File: src/kctt_pkg.sv
`timescale 1ns / 1ps
// ----------------------------------------------------------------------------
// kctt_pkg
// Shared types, sizes and command codes for the per-key cooldown timer table.
// ----------------------------------------------------------------------------
package kctt_pkg;

  // Table geometry
  localparam int TABLE_SLOTS = 16;
  localparam int SLOT_W      = (TABLE_SLOTS > 1) ? $clog2(TABLE_SLOTS) : 1;
  localparam int CNT_W       = $clog2(TABLE_SLOTS + 1);

  // Field widths
  localparam int CMD_W  = 2;
  localparam int KEY_W  = 8;
  localparam int AMT_W  = 16;
  localparam int HELD_W = 5;

  typedef logic [CMD_W-1:0]  cmd_t;
  typedef logic [KEY_W-1:0]  key_t;
  typedef logic [AMT_W-1:0]  amt_t;
  typedef logic [HELD_W-1:0] held_t;
  typedef logic [SLOT_W-1:0] slot_idx_t;
  typedef logic [CNT_W-1:0]  cnt_t;

  // Command codes
  localparam cmd_t CMD_ADD    = 2'd0;
  localparam cmd_t CMD_REMOVE = 2'd1;
  localparam cmd_t CMD_TICK   = 2'd2;
  localparam cmd_t CMD_CLEAR  = 2'd3;

  // Result of the shared slot unit for one slot
  typedef struct packed {
    logic key_hit;   // stored key equals the item key
    logic expire;    // remaining count <= elapsed amount
    amt_t rem_next;  // remaining count minus elapsed amount
  } alu_res_t;

  // Entry count reported on the result, kept to the low five bits
  function automatic held_t to_held(input cnt_t cnt);
    logic [CNT_W+HELD_W-1:0] wide;
    wide = {{HELD_W{1'b0}}, cnt};
    return wide[HELD_W-1:0];
  endfunction

endpackage

File: src/kctt_if.sv
`timescale 1ns / 1ps
// ----------------------------------------------------------------------------
// kctt_in_if / kctt_out_if
// Valid/ready channels for commands into and results out of the timer table.
// ----------------------------------------------------------------------------
interface kctt_in_if;
  logic             valid;
  logic             ready;
  kctt_pkg::cmd_t   command;
  kctt_pkg::key_t   key;
  kctt_pkg::amt_t   amount;

  modport source (output valid, command, key, amount, input ready);
  modport sink   (input valid, command, key, amount, output ready);
endinterface

interface kctt_out_if;
  logic              valid;
  logic              ready;
  logic              ok;
  kctt_pkg::held_t   entries_held;

  modport source (output valid, ok, entries_held, input ready);
  modport sink   (input valid, ok, entries_held, output ready);
endinterface

File: src/kctt_slot_alu.sv
`timescale 1ns / 1ps
// ----------------------------------------------------------------------------
// kctt_slot_alu
// Shared per-slot unit: key compare plus one subtract that yields both the
// expiry test and the decremented remaining count.
// ----------------------------------------------------------------------------
module kctt_slot_alu (
  input  kctt_pkg::key_t     slot_key,
  input  kctt_pkg::key_t     key,
  input  kctt_pkg::amt_t     slot_rem,
  input  kctt_pkg::amt_t     amount,
  output kctt_pkg::alu_res_t res
);

  logic [kctt_pkg::AMT_W:0] diff;

  // borrow set or zero result means remaining <= elapsed
  assign diff         = {1'b0, slot_rem} - {1'b0, amount};
  assign res.key_hit  = (slot_key == key);
  assign res.expire   = diff[kctt_pkg::AMT_W] || (diff[kctt_pkg::AMT_W-1:0] == '0);
  assign res.rem_next = diff[kctt_pkg::AMT_W-1:0];

endmodule

File: src/key_cooldown_timer_table.sv
`timescale 1ns / 1ps
// Operation: add, remove and tick walk every slot once, one slot per cycle through the
//   shared key-compare/subtract unit, then load the result; add passes through a
//   slot-write state before the result. Clear goes straight to the result.
// Flow: one item at a time; the next transfer is taken the cycle after the result is loaded.
// Reset (synchronous, rst_n low): table empty, no result pending, ready to accept.
// ----------------------------------------------------------------------------
// key_cooldown_timer_table
// Table of per-key cooldown timers with add, remove, tick and clear commands.
// ----------------------------------------------------------------------------
module key_cooldown_timer_table (
  input  logic              clk,
  input  logic              rst_n,
  kctt_in_if.sink           in_chan,
  kctt_out_if.source        out_chan
);

  localparam logic [1:0] S_IDLE  = 2'd0;
  localparam logic [1:0] S_SCAN  = 2'd1;
  localparam logic [1:0] S_WRITE = 2'd2;
  localparam logic [1:0] S_DONE  = 2'd3;

  localparam kctt_pkg::slot_idx_t LAST_IDX =
    kctt_pkg::slot_idx_t'(kctt_pkg::TABLE_SLOTS - 1);

  // Control state
  logic [1:0]                        state_r, state_nxt;
  kctt_pkg::slot_idx_t               idx_r, idx_nxt;
  logic [kctt_pkg::TABLE_SLOTS-1:0]  valid_r, valid_nxt;
  kctt_pkg::cnt_t                    cnt_r, cnt_nxt;
  logic                              dup_r, dup_nxt;
  logic                              found_r, found_nxt;
  kctt_pkg::slot_idx_t               free_r, free_nxt;
  logic                              ok_r, ok_nxt;
  logic                              out_valid_r, out_valid_nxt;

  // Item and result payload
  kctt_pkg::cmd_t                    cmd_r, cmd_nxt;
  kctt_pkg::key_t                    key_r, key_nxt;
  kctt_pkg::amt_t                    amt_r, amt_nxt;
  logic                              out_ok_r, out_ok_nxt;
  kctt_pkg::held_t                   out_held_r, out_held_nxt;

  // Slot storage
  kctt_pkg::key_t                    key_mem [kctt_pkg::TABLE_SLOTS];
  kctt_pkg::amt_t                    rem_mem [kctt_pkg::TABLE_SLOTS];
  kctt_pkg::key_t                    key_rd_r;
  kctt_pkg::amt_t                    rem_rd_r;
  logic                              key_we;
  logic                              rem_we;
  kctt_pkg::slot_idx_t               wr_addr;
  kctt_pkg::amt_t                    rem_wdata;

  kctt_pkg::alu_res_t                alu_res;
  logic                              in_xfer;

  assign in_chan.ready         = (state_r == S_IDLE);
  assign in_xfer               = in_chan.valid && in_chan.ready;
  assign out_chan.valid        = out_valid_r;
  assign out_chan.ok           = out_ok_r;
  assign out_chan.entries_held = out_held_r;

  kctt_slot_alu u_alu (
    .slot_key (key_rd_r),
    .key      (key_r),
    .slot_rem (rem_rd_r),
    .amount   (amt_r),
    .res      (alu_res)
  );

  // Sequencer
  always_comb begin
    state_nxt     = state_r;
    idx_nxt       = idx_r;
    valid_nxt     = valid_r;
    cnt_nxt       = cnt_r;
    dup_nxt       = dup_r;
    found_nxt     = found_r;
    free_nxt      = free_r;
    ok_nxt        = ok_r;
    cmd_nxt       = cmd_r;
    key_nxt       = key_r;
    amt_nxt       = amt_r;
    out_ok_nxt    = out_ok_r;
    out_held_nxt  = out_held_r;
    out_valid_nxt = out_valid_r && !out_chan.ready;
    key_we        = 1'b0;
    rem_we        = 1'b0;
    wr_addr       = idx_r;
    rem_wdata     = alu_res.rem_next;

    case (state_r)
      S_IDLE: begin
        if (in_xfer) begin
          cmd_nxt   = in_chan.command;
          key_nxt   = in_chan.key;
          amt_nxt   = in_chan.amount;
          idx_nxt   = '0;
          dup_nxt   = 1'b0;
          found_nxt = 1'b0;
          free_nxt  = '0;
          ok_nxt    = 1'b1;
          if (in_chan.command == kctt_pkg::CMD_CLEAR) begin
            valid_nxt = '0;
            cnt_nxt   = '0;
            state_nxt = S_DONE;
          end else begin
            state_nxt = S_SCAN;
          end
        end
      end

      // one slot per cycle
      S_SCAN: begin
        case (cmd_r)
          kctt_pkg::CMD_ADD: begin
            if (valid_r[idx_r] && alu_res.key_hit) begin
              dup_nxt = 1'b1;
            end
            if (!valid_r[idx_r] && !found_r) begin
              found_nxt = 1'b1;
              free_nxt  = idx_r;
            end
          end
          kctt_pkg::CMD_REMOVE: begin
            if (valid_r[idx_r] && alu_res.key_hit && !found_r) begin
              valid_nxt[idx_r] = 1'b0;
              cnt_nxt          = cnt_r - 1'b1;
              found_nxt        = 1'b1;
            end
          end
          kctt_pkg::CMD_TICK: begin
            if (valid_r[idx_r]) begin
              if (alu_res.expire) begin
                valid_nxt[idx_r] = 1'b0;
                cnt_nxt          = cnt_r - 1'b1;
              end else begin
                rem_we = 1'b1;
              end
            end
          end
          default: begin
          end
        endcase
        if (idx_r == LAST_IDX) begin
          state_nxt = (cmd_r == kctt_pkg::CMD_ADD) ? S_WRITE : S_DONE;
        end else begin
          idx_nxt = idx_r + 1'b1;
        end
      end

      // place a new key in the lowest free slot
      S_WRITE: begin
        wr_addr   = free_r;
        rem_wdata = amt_r;
        if (!dup_r && found_r) begin
          key_we            = 1'b1;
          rem_we            = 1'b1;
          valid_nxt[free_r] = 1'b1;
          cnt_nxt           = cnt_r + 1'b1;
          ok_nxt            = 1'b1;
        end else begin
          ok_nxt            = 1'b0;
        end
        state_nxt = S_DONE;
      end

      // load the result register once it is free
      S_DONE: begin
        if (!out_valid_r || out_chan.ready) begin
          out_valid_nxt = 1'b1;
          out_ok_nxt    = ok_r;
          out_held_nxt  = kctt_pkg::to_held(cnt_r);
          state_nxt     = S_IDLE;
        end
      end

      default: begin
        state_nxt = S_IDLE;
      end
    endcase
  end

  // Control registers
  always_ff @(posedge clk) begin
    if (!rst_n) begin
      state_r     <= S_IDLE;
      idx_r       <= '0;
      valid_r     <= '0;
      cnt_r       <= '0;
      dup_r       <= 1'b0;
      found_r     <= 1'b0;
      free_r      <= '0;
      ok_r        <= 1'b1;
      out_valid_r <= 1'b0;
    end else begin
      state_r     <= state_nxt;
      idx_r       <= idx_nxt;
      valid_r     <= valid_nxt;
      cnt_r       <= cnt_nxt;
      dup_r       <= dup_nxt;
      found_r     <= found_nxt;
      free_r      <= free_nxt;
      ok_r        <= ok_nxt;
      out_valid_r <= out_valid_nxt;
    end
  end

  // Payload registers
  always_ff @(posedge clk) begin
    cmd_r      <= cmd_nxt;
    key_r      <= key_nxt;
    amt_r      <= amt_nxt;
    out_ok_r   <= out_ok_nxt;
    out_held_r <= out_held_nxt;
  end

  // Slot storage reads, fetched one slot ahead of the scan
  always_ff @(posedge clk) begin
    key_rd_r <= key_mem[idx_nxt];
    rem_rd_r <= rem_mem[idx_nxt];
  end

  // Slot storage writes
  always_ff @(posedge clk) begin
    if (key_we) begin
      key_mem[wr_addr] <= key_r;
    end
    if (rem_we) begin
      rem_mem[wr_addr] <= rem_wdata;
    end
  end

endmodule

File: src/flat_wrapper.sv
// flat-port wrapper written by rule: the top's interface ports become plain ports
module key_cooldown_timer_table_flat 
  (clk, rst_n, in_chan_valid, in_chan_command, in_chan_key, in_chan_amount, in_chan_ready, out_chan_valid, out_chan_ok, out_chan_entries_held, out_chan_ready);
  kctt_in_if in_chan_i ();
  kctt_out_if out_chan_i ();
  input  logic clk;
  input  logic rst_n;
  input wire logic [$bits(in_chan_i.valid)-1:0] in_chan_valid;
  input wire logic [$bits(in_chan_i.command)-1:0] in_chan_command;
  input wire logic [$bits(in_chan_i.key)-1:0] in_chan_key;
  input wire logic [$bits(in_chan_i.amount)-1:0] in_chan_amount;
  output wire logic [$bits(in_chan_i.ready)-1:0] in_chan_ready;
  output wire logic [$bits(out_chan_i.valid)-1:0] out_chan_valid;
  output wire logic [$bits(out_chan_i.ok)-1:0] out_chan_ok;
  output wire logic [$bits(out_chan_i.entries_held)-1:0] out_chan_entries_held;
  input wire logic [$bits(out_chan_i.ready)-1:0] out_chan_ready;
  assign in_chan_i.valid = in_chan_valid;
  assign in_chan_i.command = in_chan_command;
  assign in_chan_i.key = in_chan_key;
  assign in_chan_i.amount = in_chan_amount;
  assign in_chan_ready = in_chan_i.ready;
  assign out_chan_valid = out_chan_i.valid;
  assign out_chan_ok = out_chan_i.ok;
  assign out_chan_entries_held = out_chan_i.entries_held;
  assign out_chan_i.ready = out_chan_ready;
  key_cooldown_timer_table u_core (.clk(clk), .rst_n(rst_n), .in_chan(in_chan_i), .out_chan(out_chan_i));
endmodule
File: config.mk
export PLATFORM = sky130hd
export DESIGN_NAME = key_cooldown_timer_table_flat
export DESIGN_NICKNAME = d
export VERILOG_FILES = /design/src/kctt_pkg.sv /design/src/kctt_if.sv /design/src/kctt_slot_alu.sv /design/src/key_cooldown_timer_table.sv /design/src/flat_wrapper.sv
export SDC_FILE = /design/constraint.sdc
export NUM_CORES = 1
export LEC_CHECK = 0
export BUFFER_PORTS_ARGS = -buffer_cell sky130_fd_sc_hd__buf_2
export CORE_UTILIZATION = 45
export CTS_BUF_LIST = sky130_fd_sc_hd__clkbuf_4 sky130_fd_sc_hd__clkbuf_8
export DETAILED_ROUTE_END_ITERATION = 6
export GPL_TIMING_DRIVEN = 0
export SLEW_MARGIN = 20
export SYNTH_ARGS = -nofsm -noshare
export SYNTH_HDL_FRONTEND = slang
export SYNTH_SLANG_ARGS = --single-unit
File: constraint.sdc
create_clock -name clk -period 9.3 [get_ports clk]
set_input_delay 0.93 -clock clk [delete_from_list [all_inputs] [get_ports clk]]
set_output_delay 0.93 -clock clk [all_outputs]
set_load 0.005 [all_outputs]
# After elaboration in Yosys (flattened, before gate mapping)
# Memories as Yosys holds them, arrays and structs flattened. A register that Yosys moved wholly into a read port is not among the register bits.
# Cells that the tools add are included.
[op_classes]
n_addsub = 4
order_cmp = 4
eq_ne = 22
muxes = 59
n_bitwise = 3
n_reduce_logical = 29
[ops]
columns = ["cell", "n"]
rows = [
  ["16-bit 2-to-1 mux", 7],
  ["16-bit one-hot mux with 3 select lines", 1],
  ["16-bit one-hot mux with 2 select lines", 1],
  ["5-bit 2-to-1 mux", 6],
  ["4-bit 2-to-1 mux", 6],
  ["1-bit 2-to-1 mux", 21],
  ["16-bit by 16-bit subtractor with 17-bit output", 1],
  ["16-bit AND", 1],
  ["16-bit zero test", 1],
  ["16-bit NOT", 1],
  ["16-bit bitwise OR", 1],
  ["4-bit one-hot mux with 2 select lines", 2],
  ["3-bit by 2-bit != test with 1-bit output (second input constant)", 5],
  ["5-bit one-hot mux with 3 select lines", 1],
  ["2-bit by 1-bit != test with 1-bit output (second input constant)", 6],
  ["4-bit by 5-bit < comparator with 1-bit output (second input constant)", 2],
  ["1-bit one-hot mux with 2 select lines", 5],
  ["5-bit one-hot mux with 2 select lines", 1],
  ["1-bit demux with 4-bit select", 2],
  ["2-bit equality test (second input constant)", 4],
  ["8-bit equality test", 1],
  ["4-bit by 1-bit >= comparator with 1-bit output (second input constant)", 2],
  ["1-bit logical AND", 8],
  ["2-bit 2-to-1 mux", 4],
  ["19 further kinds", 31],
]
[word_totals]
reg_bits = 67
ramBits = 384
in_bits = 30
output_inout_bits = 8
word_cells = 137
mem_count = 2
[memory_table]
columns = ["name", "depth", "width", "read_ports", "rd_clocked_by_memory_dff", "wr", "line", "source"]
rows = [
  ["u_core.rem_mem", 16, 16, 1, 1, 1, "key_cooldown_timer_table.sv:46", "kctt_pkg::amt_t rem_mem [kctt_pkg::TABLE_SLOTS];"],
  ["u_core.key_mem", 16, 8, 1, 1, 1, "key_cooldown_timer_table.sv:45", "kctt_pkg::key_t key_mem [kctt_pkg::TABLE_SLOTS];"],
]

# Depth between registers and ports, before layout
# Gate-level depths: netlist of the first run.
[depth]
depth_word = 10
mapped_depth = 13
ltp_nobuf = 12

# Hierarchy
# From an unflattened synthesis of the first run, not the netlist that was laid out.
[hier_totals]
cells_unflattened = 1141
area_unflattened_um2 = 19708.9
[by_module_without_submodules]
columns = ["mod", "instances", "cells_per_inst", "area_per_inst_um2", "seq_area_each_um2"]
rows = [
  ["key_cooldown_timer_table", 1, 1009, 18769.3, 13673.1],
  ["kctt_slot_alu", 1, 132, 939.7, 0.0],
]

# Worst setup path before layout of the first run
# Ideal clock, no wire load.
[synth_timing]
path_kind = "flip-flop to flip-flop"
start = "reg u_core.amt_r[0]"
end = "mem u_core.rem_mem[0][0] in the netlist's numbering (enable)"
setup_time_ns = 0.315
arrival_time_ns = 3.639
t_required_ns = 8.985
slack_ns = 5.345
path_stages_with_launch = 13
n_path_buf = 1
synth_period_minus_slack_ns = 3.955
cell_sequence = "edfxtp_1 > ha_1 > fa_1 > nor2b_1 > o2111a_1 > o21ai_0 > a2111oi_2 > o2111ai_1 > or4_4 > o41ai_2 > o21ai_1 > clkbuf_1 > and4_1"
[synth_between]
elab_chain_len = 9
[synth_rtl]
columns = ["element", "line", "source"]
rows = [
  ["start: declaration", "key_cooldown_timer_table.sv:40", "kctt_pkg::amt_t amt_r, amt_nxt;"],
  ["start signal: assignment", "key_cooldown_timer_table.sv:213", "amt_r <= amt_nxt;"],
  ["16-bit by 16-bit subtractor with 17-bit output *", "kctt_slot_alu.sv:18", "assign diff = {1'b0, slot_rem} - {1'b0, amount};"],
  ["16-bit zero test", "kctt_slot_alu.sv:20", "assign res.expire = diff[kctt_pkg::AMT_W] || (diff[kctt_pkg::AMT_W-1:0] == '0);"],
  ["1-bit logical OR *", "kctt_slot_alu.sv:20", ""],
  ["1-bit 2-to-1 mux *", "key_cooldown_timer_table.sv:134", "if (alu_res.expire) begin"],
  ["1-bit 2-to-1 mux *", "key_cooldown_timer_table.sv:133", "if (valid_r[idx_r]) begin"],
  ["1-bit 2-to-1 mux *", "key_cooldown_timer_table.sv:115", "case (cmd_r)"],
  ["1-bit one-hot mux with 2 select lines *", "key_cooldown_timer_table.sv:92", "case (state_r)"],
  ["1-bit 2-to-1 mux *", "key_cooldown_timer_table.sv:229", "if (rem_we) begin"],
  ["1-bit 2-to-1 mux (not written as such) *", "key_cooldown_timer_table.sv:230", "rem_mem[wr_addr] <= rem_wdata;"],
  ["end: declaration", "key_cooldown_timer_table.sv:46", ""],
]
# Mark *: on every way between the ends. The rest lies on a longest branch, timed or not.

# Worst setup path after layout of the first run
[layout_timing]
start = "reg u_core.state_r[1]"
end = "reg u_core.rem_rd_r[12] (read register of u_core.rem_mem)"
[layout_between]
elab_chain_len = 4
elab_cells_between_ends = 5
cone_classes = "eq/ne: 1; mux: 2; reduce/logical: 2"
[layout_rtl]
columns = ["element", "line", "source"]
rows = [
  ["start: declaration", "key_cooldown_timer_table.sv:27", "logic [1:0] state_r, state_nxt;"],
  ["start signal: assignment", "key_cooldown_timer_table.sv:197", "state_r <= state_nxt;"],
  ["2-bit zero test", "key_cooldown_timer_table.sv:57, key_cooldown_timer_table.sv:92", ""],
  ["1-bit logical AND", "key_cooldown_timer_table.sv:58", "assign in_xfer = in_chan.valid && in_chan.ready;"],
  ["4-bit 2-to-1 mux", "key_cooldown_timer_table.sv:94", "if (in_xfer) begin"],
  ["4-bit one-hot mux with 2 select lines *", "key_cooldown_timer_table.sv:92", ""],
  ["end: declaration", "key_cooldown_timer_table.sv:48", "kctt_pkg::amt_t rem_rd_r;"],
]
# Marked as above.
# A chain may end at the register's enable or synchronous reset.

==> impl_metrics.env, run 1 <==
export IMPL_r2r_start="u_core.state_r[1]"
export IMPL_relSlewSlack=0.2815
export IMPL_wirelength_mm=53.23
export IMPL_peakVddDrop_mv=0.2057
export IMPL_path_cells="inv_1, ha_1, clkbuf_1, inv_1, o21a_1, clkbuf_1, a22oi_1, clkbuf_1, clkbuf_1, clkbuf_1, a31oi_1, a211oi_1, a21oi_1"
export IMPL_synth_ff_type="edfxtp_1"
export IMPL_cts_setup_buffers=0
export IMPL_drive_gt1_frac=0.1139
export IMPL_drt_pass1_iter_count=5
export IMPL_avgSynthCellArea_um2=13.01
export IMPL_worstSetupEndpointType="register"
export IMPL_synth_cell_types=61
export IMPL_routedWlPerCell_um=22.67
export IMPL_stdcell_count=2348
export IMPL_cts_buffers=76
export IMPL_drcViolationCount=0
export IMPL_cp_common_cell="clkbuf_1"
export IMPL_grt_overflow=0
export IMPL_antenna_found_initial=0
export IMPL_status="completed"
export IMPL_postSynth_asyncResetShare=0
export IMPL_rows=77
export IMPL_postCtsHoldBufs=0
export IMPL_power_uw=7601
export IMPL_finalNetCount=1757
export IMPL_synthCells=1572
export IMPL_r2r_slack_ns=3.96
export IMPL_cp_data_arrival_time_ns=5.77
export IMPL_rsz0062_at_grt="no"
export IMPL_syn2layout_area_growth_pct=12.34
export IMPL_cts_buffer_depth=3
export IMPL_dp_slack_ns=4.079
export IMPL_hp_start="u_core.ok_r"
export IMPL_synth_seq_cells=475
export IMPL_worst_hold_slack_ns=0.4619
export IMPL_boundaryPins=38
export IMPL_yosysWarningCount=0
export IMPL_critical_path_top_delay_family="buffers and inverters"
export IMPL_grt_max_degree=27
export IMPL_coreArea_mm2=0.04451
export IMPL_placedCellCount=2209
export IMPL_start_util=0.4594
export IMPL_grt_pass1_vias=13410
export IMPL_grt_busiest_layer="met2"
export IMPL_cts_tree="yes"
export IMPL_fin_tns_setup_ns=0
export IMPL_use_met3=0.03977
export IMPL_worstPathMaxFanout=10
export IMPL_crit_start="u_core.state_r[1]"
export IMPL_cts_htree_levels=3
export IMPL_slew_viol_final=0
export IMPL_dieArea_mm2=0.04629
export IMPL_required_ns=9.73
export IMPL_gp_congestion=0.8779
export IMPL_worst_setup_path_type="register to register"
export IMPL_cap_violations=0
export IMPL_cellLeakagePower_uw=0.007706
export IMPL_power_density_mw_per_mm2=330.9
export IMPL_worstSkewPairLatency_ns=0.63
export IMPL_use_met2=0.3831
export IMPL_route_vias_total=13490
export IMPL_worst_setup_path_start_kind="register"
export IMPL_cts_root_buf="clkbuf_8"
export IMPL_cts_resized=0
export IMPL_syn_cell_area_mm2=0.02045
export IMPL_worst_slack_ns=3.959
export IMPL_synth_edf_count=416
export IMPL_drt_iter0_markers=1367
export IMPL_finalHoldViolCount=0
export IMPL_n_antenna_cell=0
export IMPL_cts_sinks=475
export IMPL_cts_reportedPaths_clkPinSlew_ns=0.06
export IMPL_final_common_cell="edfxtp_1"
export IMPL_track_usage=0.2334
export IMPL_antenna_left=0
export IMPL_avgViaCountPerCell=5.743
export IMPL_yosysSeqAreaShare=0.6687
export IMPL_die_width_um=215.2
export IMPL_max_stage_delay_ns=0.80
export IMPL_grt_use_met1=0.3145
export IMPL_worst_path_buf_inv=7
export IMPL_place_hpwl_mm=37.04
export IMPL_grt_pass1_wl_mm=81.23
export IMPL_port_buffer_count=37
export IMPL_crit_slowest_cell="a22oi_1"
export IMPL_period_share=0.5744
export IMPL_setup_viol=0
export IMPL_max_freq_mhz=187.2
export IMPL_hold_path_class="register to register"
export IMPL_worst_slew_pin_slew_ns=1.078
export IMPL_synth_nets=1634
export IMPL_die_h_um=215.2
export IMPL_final_cell_mix="edfxtp_1, a211oi_1, nand2_1"
export IMPL_fin_crit_ns=5.342
export IMPL_skew_ns=0.02537
## through the flow
stage	util	instance area [um2]
6_report	0.5161	22970
5_1_grt	0.5161	22970
4_1_cts	0.5160	22970
3_5_place_dp	0.4820	21450
3_3_place_gp	0.4802	21370
2_1_floorplan	-	20450
## cell usage after synthesis, types with 5 or more instances
cell | count | share of area
mux2i_1 | 56 | 0.027
dfxtp_1 | 59 | 0.058
and2_0 | 9 | 0.0028
clkbuf_1 | 95 | 0.017
nand3_1 | 22 | 0.0054
nor2_1 | 55 | 0.010
edfxtp_1 | 416 | 0.61
inv_1 | 33 | 0.0061
xor2_1 | 6 | 0.0026
buf_1 | 10 | 0.0018
nor2b_1 | 62 | 0.019
a21oi_1 | 99 | 0.024
and2_1 | 43 | 0.013
o21ai_0 | 48 | 0.012
or3_1 | 5 | 0.0015
a31oi_1 | 62 | 0.019
a211oi_1 | 178 | 0.065
and4_1 | 18 | 0.0077
xnor2_1 | 14 | 0.0060
ha_1 | 30 | 0.018
or4_1 | 5 | 0.0018
o31ai_1 | 5 | 0.0018
nand2_1 | 150 | 0.028
nand2b_1 | 11 | 0.0034
## path summary, 6_finish.rpt
kind | to | cells after the start
setup / recovery | u_core.rem_rd_r[12] | 13
hold / removal | u_core.out_chan.ok | 0
setup reg to reg | u_core.rem_rd_r[12] | 13
hold reg to reg | u_core.out_chan.ok | 0
## registers in the layout (all words and copies together), names as in the netlist, 5 cells and up
signal / cells
u_core.rem_rd_r: 16
u_core.rem_mem: 256
u_core.valid_r: 16
u_core.amt_r: 16
u_core.cnt_r: 5
u_core.out_chan.entries_held: 5
u_core.key_r: 8
u_core.key_rd_r: 8
u_core.key_mem: 128
## metal layers
layer / up-vias / part of all wire / routed length (um)
li1: 6296 / - / -
met1: 6615 / 0.43 / 22880
met2: 496 / 0.48 / 25490
met3: 78 / 0.070 / 3720
met4: 0 / 0.021 / 1142
met5: - / 0 / 0
## kinds of logic (layout without fill, tap and decap cells)
kind of cell             after synthesis  after routing  share of synthesized area
adder cells (fa/ha/maj)               32             32                    0.02032
AND/OR/NAND/NOR                      402            402                    0.09968
multiplexers                          64             64                    0.03402
flip-flops                           475            475                     0.6687
AO/OA/AOI/OAI                        439            439                     0.1423
buffers and inverters                140            324                    0.02644
XOR/XNOR                              20             20                   0.008567
## power breakdown
part	internal, uW	switching, uW	total [uW]
Clock	970	803	1770
Combinational	763	2000	2760
Sequential	2980	90.2	3070
## layout make-up
class	count	area, um2
fillers	3834	21540
flip-flops and latches	475	13670
multi-input cells	957	6256
clock buffers	122	1423
well taps	592	740.7
plain buffers	107	416.7
repair buffers	45	245.2
inverters	33	123.9
clock inverters	17	92.59
Note: power is estimated with default switching activity, not from simulation.
==> inputs of run 2 (changes only) <==
- ABC_AREA: unset -> 1
- clock period: 9.3 -> 5.4 ns (I/O delays scaled with it)
==> impl_metrics.env, run 2 <==
export IMPL_status="finished with violations"
export IMPL_violations="DRC"
export IMPL_cts_htree_levels=3
export IMPL_fillCellCount=4202
export IMPL_fin_crit_ns=4.119
export IMPL_reg2reg_depth=19
export IMPL_avgViaCountPerCell=5.278
export IMPL_syn2layout_area_growth_pct=13.69
export IMPL_dieArea_mm2=0.04818
export IMPL_cellLeakagePower_uw=0.009609
export IMPL_drcViolationCount=8
export IMPL_synth_seq_cells=475
export IMPL_antenna_found_initial=0
export IMPL_syn_cell_area_mm2=0.02129
export IMPL_final_cell_area_mm2=0.02420
export IMPL_start_util=0.4563
export IMPL_placedCellCount=2708
export IMPL_cts_buffer_depth=3
export IMPL_peakVddDrop_mv=0.2838
export IMPL_largest_reg_flops=256
export IMPL_cts_reportedPaths_clkPinSlew_ns=0.06
export IMPL_worstSetupEndpointType="register"
export IMPL_drt_pass1_iter_count=7
export IMPL_worst_slack_ns=1.281
export IMPL_cts_sinks=475
export IMPL_drt_iter0_markers=1376
export IMPL_synth_edf_count=416
export IMPL_max_freq_mhz=242.8
export IMPL_synth_cell_types=41
export IMPL_grt_pass1_vias=14600
export IMPL_min_to="u_core.amt_r[5]"
export IMPL_regMostFlops="u_core.rem_mem"
export IMPL_hp_start="in_chan_amount[5]"
export IMPL_period_share=0.7627
export IMPL_yosysWarningCount=0
export IMPL_rsz0062_at_grt="no"
export IMPL_worstPathMaxFanout=10
export IMPL_synth_area_leaders="edfxtp_1, nand2_1, dfxtp_1"
export IMPL_synth_ff_type="edfxtp_1"
export IMPL_power_uw=14010
export IMPL_grt_max_degree=27
export IMPL_dpl_cell_area_mm2=0.02256
export IMPL_cts_buffers=81
export IMPL_grt_overflow=0
export IMPL_final_cell_mix="edfxtp_1, nand2_1, inv_1"
export IMPL_rr_endpoint="u_core.rem_mem[1][7]"
export IMPL_n_antenna_cell=0
export IMPL_stdcell_count=2854
export IMPL_track_usage=0.2393
export IMPL_worstSkewPairLatency_ns=0.66
export IMPL_crit_slowest_cell="nor2_2"
export IMPL_antenna_left=0
export IMPL_cts_root_buf="clkbuf_8"
export IMPL_yosysSeqAreaShare=0.6423
export IMPL_rows=79
export IMPL_path_cells="ha_1, fa_1, inv_1, nand2_1, nand2_1, nand3_1, nand2_1, nand2_1, nand2_1, nor2_1, nor2_1, nor2_1, nand3_1, nand3_1, nand2_1, nand2_1, buf_4, nor2_2, buf_6"
export IMPL_routedWlPerCell_um=19.64
export IMPL_dp_slack_ns=1.351
export IMPL_wirelength_mm=56.05
export IMPL_top_regs="u_core.rem_mem x256, u_core.key_mem x128"
export IMPL_hold_depth=1
export IMPL_cp_common_cell="nand2_1"
export IMPL_power_density_mw_per_mm2=578.9
export IMPL_boundaryPins=38
export IMPL_setup_viol=0
export IMPL_hold_path_class="input pin to register"
export IMPL_worst_slew_pin_slew_ns=0.9283
export IMPL_r2r_start="u_core.amt_r[0]"
export IMPL_avgSynthCellArea_um2=10.44
export IMPL_worst_setup_path_start_kind="register"
export IMPL_cts_resized=0
export IMPL_die_width_um=219.5
export IMPL_synth_most_common_cell="edfxtp_1"
export IMPL_postSynth_asyncResetShare=0
export IMPL_postCtsHoldBufs=0
export IMPL_slew_viol_final=0
export IMPL_cts_tree="yes"
export IMPL_relSlewSlack=0.3811
export IMPL_die_h_um=219.5
export IMPL_fin_tns_setup_ns=0
export IMPL_coreArea_mm2=0.04665
export IMPL_synth_nets=2102
export IMPL_max_stage_delay_ns=0.50
export IMPL_route_vias_total=15060
export IMPL_finalHoldViolCount=0
export IMPL_synth_top_area_cell="edfxtp_1"
export IMPL_synthTopCellsByCount="edfxtp_1, nand2_1, inv_1"
export IMPL_final_common_cell="edfxtp_1"
export IMPL_skew_ns=0.03463
export IMPL_r2r_slack_ns=1.28
export IMPL_grt_pass1_wl_mm=85.05
export IMPL_synth_top_cell_area_share=0.5868
export IMPL_synthCells=2040
export IMPL_finalNetCount=2246
export IMPL_drive_gt1_frac=0.1366
export IMPL_required_ns=5.75
export IMPL_worst_setup_path_type="register to register"
export IMPL_cap_violations=0
export IMPL_place_hpwl_mm=39.96
export IMPL_gp_congestion=0.8766
export IMPL_cts_setup_buffers=0
export IMPL_cp_data_arrival_time_ns=4.47
export IMPL_port_buffer_count=36
==> run 2: cell count changes after synthesis, sizes merged, moves of 62 or more <==
cell and delta:
clkbuf -64, o21ai +110, nand2 +266, a211oi -174, nand3 +119, nor2 +79, o211ai +144, nor2b -62
inv +273
==> run 2: stage by stage <==
step	utilization	hold WS (ns)
after floorplan	-	0.4082
after detailed placement	0.4836	0.4133
after global placement	0.4764	0.4181
after global routing	0.5188	0.02358
after CTS	0.5188	0.0003520
final	0.5188	0.05585
==> run 2: final cells by class <==
cell class | instances | area (um2) | area share
well taps | 607 | 759.5 | 0.03138
inverters | 308 | 1156 | 0.04777
plain buffers | 103 | 529.3 | 0.02187
flip-flops and latches | 475 | 13670 | 0.5649
clock buffers | 115 | 1414 | 0.05842
clock inverters | 31 | 229.0 | 0.009460
repair buffers | 61 | 442.9 | 0.01830
multi-input cells | 1154 | 6000 | 0.2479
==> run 2: layer usage <==
| metal | vias up | share of wire | track usage |
|---|---|---|---|
| li1 | 7257 | - | - |
| met1 | 7215 | 0.43 | 0.3130 |
| met2 | 491 | 0.48 | 0.3945 |
| met3 | 100 | 0.063 | 0.03975 |
| met4 | 0 | 0.031 | 0.09907 |
| met5 | - | 0 | 0 |
==> run 2: worst max-delay path: cells and delay by family (launching register included) <==
| family | cells | cell delay, ns |
|---|---|---|
| and+or+nand+nor | 14 | 1.95 |
| DFF | 1 | 0.44 |
| buffers and inverters | 3 | 0.67 |
| adders and majority gates | 2 | 0.72 |
==> run 2: worst max path at each step <==
stage                     depth (start not counted)                     end       startpoint
after floorplan                                  18    u_core.rem_mem[0][0]  u_core.amt_r[0]
after detailed placement                         19    u_core.rem_mem[1][9]  u_core.amt_r[0]
final                                            19    u_core.rem_mem[1][7]  u_core.amt_r[0]
after CTS                                        19   u_core.rem_mem[1][12]  u_core.amt_r[0]
after global routing                             19   u_core.rem_mem[0][11]  u_core.amt_r[0]
after global placement                           18  u_core.rem_mem[15][11]  u_core.amt_r[0]
==> run 2: logic make-up (layout without fill, tap and decap cells) <==
logic type	Yosys count	in the layout	synth area share
adders and majority gates	32	32	0.01951
and+or+nand+nor	709	709	0.1357
AOI/OAI and AO/OA	400	400	0.1180
DFF	475	475	0.6423
xor gates and xnor gates	13	13	0.005349
buffers and inverters	411	618	0.07917
==> run 2: power by group <==
| part | leakage (uW) | switching, uW | internal, uW | total, uW |
|---|---|---|---|---|
| logic | 0.00450 | 3900 | 1550 | 5450 |
| clock network | 0.000868 | 1450 | 1830 | 3290 |
| registers | 0.00424 | 204 | 5080 | 5280 |
| total | 0.00961 | 5560 | 8460 | 14000 |
==> inputs of run 3 (changes only) <==
- ABC_AREA: 1 -> 0
- clock period: 5.4 -> 3.65 ns (I/O delays scaled with it)
==> impl_metrics.env, run 3 (synthesis results as in run 1) <==
export IMPL_status="finished with violations"
export IMPL_hold_depth=4
export IMPL_path_cells="ha_4, fa_2, nor2b_4, o2111a_2, o21ai_4, a2111oi_4, o2111ai_2, or4_4, o41ai_4, buf_4, o21ai_4, buf_8, and4_4, buf_12"
export IMPL_track_usage=0.2650
export IMPL_largest_reg_flops=256
export IMPL_syn2layout_area_growth_pct=18.77
export IMPL_final_cell_area_mm2=0.02428
export IMPL_place_hpwl_mm=38.48
export IMPL_critical_path_top_delay_family="compound AO/OA/AOI/OAI gates"
export IMPL_grt_pass1_wl_mm=89.88
export IMPL_finalNetCount=1818
export IMPL_n_antenna_cell=0
export IMPL_placedCellCount=2205
export IMPL_coreArea_mm2=0.04451
export IMPL_cts_reportedPaths_clkPinSlew_ns=0.06
export IMPL_die_h_um=215.2
export IMPL_fillCellCount=3780
export IMPL_reg2reg_depth=14
export IMPL_setup_viol=273
export IMPL_use_met3=0.04671
export IMPL_skew_ns=0.04771
export IMPL_drt_iter0_markers=1631
export IMPL_dieArea_mm2=0.04629
export IMPL_power_uw=20390
export IMPL_final_cell_mix="edfxtp_1, a211oi_1, nand2_1"
export IMPL_worstSetupEndpointType="register"
export IMPL_finalHoldViolCount=0
export IMPL_cap_violations=0
export IMPL_cts_htree_levels=3
export IMPL_gp_congestion=0.8896
export IMPL_drcViolationCount=0
export IMPL_route_vias_total=14410
export IMPL_required_ns=4.04
export IMPL_period_share=1.103
export IMPL_cp_data_arrival_time_ns=4.41
export IMPL_final_core_util=0.5456
export IMPL_max_freq_mhz=248.5
export IMPL_top_regs="u_core.rem_mem x256, u_core.key_mem x128"
export IMPL_peakVddDrop_mv=0.4476
export IMPL_crit_cells=14
export IMPL_grt_use_met1=0.3782
export IMPL_worst_setup_path_type="register to register"
export IMPL_grt_busiest_layer="met2"
export IMPL_worst_slew_pin_slew_ns=1.262
export IMPL_routedWlPerCell_um=25.32
export IMPL_max_stage_delay_ns=0.49
export IMPL_port_buffer_count=37
export IMPL_power_density_mw_per_mm2=839.6
export IMPL_worst_slack_ns=-0.3748
export IMPL_grt_overflow=0
export IMPL_regMostFlops="u_core.rem_mem"
export IMPL_wirelength_mm=61.00
export IMPL_cts_buffer_depth=3
export IMPL_cts_tree="yes"
export IMPL_fin_crit_ns=4.025
export IMPL_cellLeakagePower_uw=0.008327
export IMPL_final_common_cell="edfxtp_1"
export IMPL_relSlewSlack=0.1500
export IMPL_rows=77
export IMPL_antenna_left=0
export IMPL_rsz0062_at_grt="yes"
export IMPL_cts_root_buf="clkbuf_8"
export IMPL_cp_common_cell="o21ai_4"
export IMPL_use_met2=0.4057
export IMPL_hold_path_class="input pin to register"
export IMPL_drt_pass1_iter_count=5
export IMPL_drive_gt1_frac=0.1910
export IMPL_crit_slowest_cell="or4_4"
export IMPL_boundaryPins=38
export IMPL_grt_pass1_vias=14010
export IMPL_worst_path_buf_inv=3
export IMPL_stdcell_count=2409
export IMPL_fin_tns_setup_ns=-78.99
export IMPL_worst_setup_path_start_kind="register"
export IMPL_violations="setup timing"
export IMPL_cts_buffers=80
export IMPL_start_util=0.4594
export IMPL_grt_max_degree=27
export IMPL_slew_viol_final=0
export IMPL_worstPathMaxFanout=8
export IMPL_dpl_cell_area_mm2=0.02150
export IMPL_die_width_um=215.2
export IMPL_antenna_found_initial=0
export IMPL_avgViaCountPerCell=5.982
export IMPL_cts_sinks=475
export IMPL_worstSkewPairLatency_ns=0.67
[run 3: cell count changes in the layout (fill, tap and decap cells not counted), sizes merged, moves of 62 or more]
cell,delta
inv,-270
nand2,-265
a211oi,+174
o211ai,-144
nand3,-119
o21ai,-110
nor2,-79
nor2b,+62
[run 3: area by class of cell]
class	count	area, um2	area share
Buffer	101	500.5	0.02061
Sequential cell	475	13670	0.5630
Clock inverter	36	305.3	0.01257
Timing Repair Buffer	98	918.4	0.03782
Multi-Input combinational cell	967	6675	0.2749
Inverter	33	123.9	0.005101
Tap cell	592	740.7	0.03050
Clock buffer	107	1348	0.05549
[run 3: timing repair]
action                                  4_1_cts  5_1_grt
buffers inserted                             23        8
hold endpoints to repair                     27        0
gates resized for setup                     116       42
hold buffers                                 27        0
pin swaps                                     8       12
cloned                                       11        0
endpoints found under the setup margin      320      333
[run 3: power by group]
part	total [uW]	internal [uW]	switching [uW]	leakage, uW
combinational	7560	2190	5370	0.00323
sequential	7850	7600	249	0.00424
clock	4980	2760	2210	0.000864
total	20400	12600	7830	0.00833
[run 3: worst paths after layout]
check	slack, ns	end	from
setup / recovery	-0.37	u_core.rem_mem[1][1]	u_core.amt_r[0]
hold / removal	0.16	u_core.cnt_r[4]	rst_n
setup reg to reg	-0.37	u_core.rem_mem[1][1]	u_core.amt_r[0]
hold reg to reg	0.45	u_core.out_chan.ok	u_core.ok_r
[run 3: worst reg2reg max path, cell delays in order (launching register included)]
cell and delay (ns):
edfxtp_1 0.47, ha_4 0.21, fa_2 0.42, nor2b_4 0.15
o2111a_2 0.26, o21ai_4 0.07, a2111oi_4 0.40, o2111ai_2 0.24
or4_4 0.49, o41ai_4 0.20, buf_4 0.19, o21ai_4 0.12
buf_8 0.18, and4_4 0.20, buf_12 0.15
[run 3: metal layers]
metal / part of all wire / routed length, um / vias up
met5: 0 / 0 / -
met4: 0.030 / 1851 / 0
met3: 0.087 / 5326 / 123
met2: 0.45 / 27390 / 669
met1: 0.43 / 26430 / 7171
li1: - / - / 6448
[run 3: metrics by stage]
stage	setup slack (ns)	hold slack, ns
after floorplan	-0.06981	0.4092
after global placement	-1.324	0.4316
after detailed placement	-1.481	0.4184
after CTS	-0.3650	0.1267
after global routing	-0.4389	0.1833
final	-0.3748	0.1637
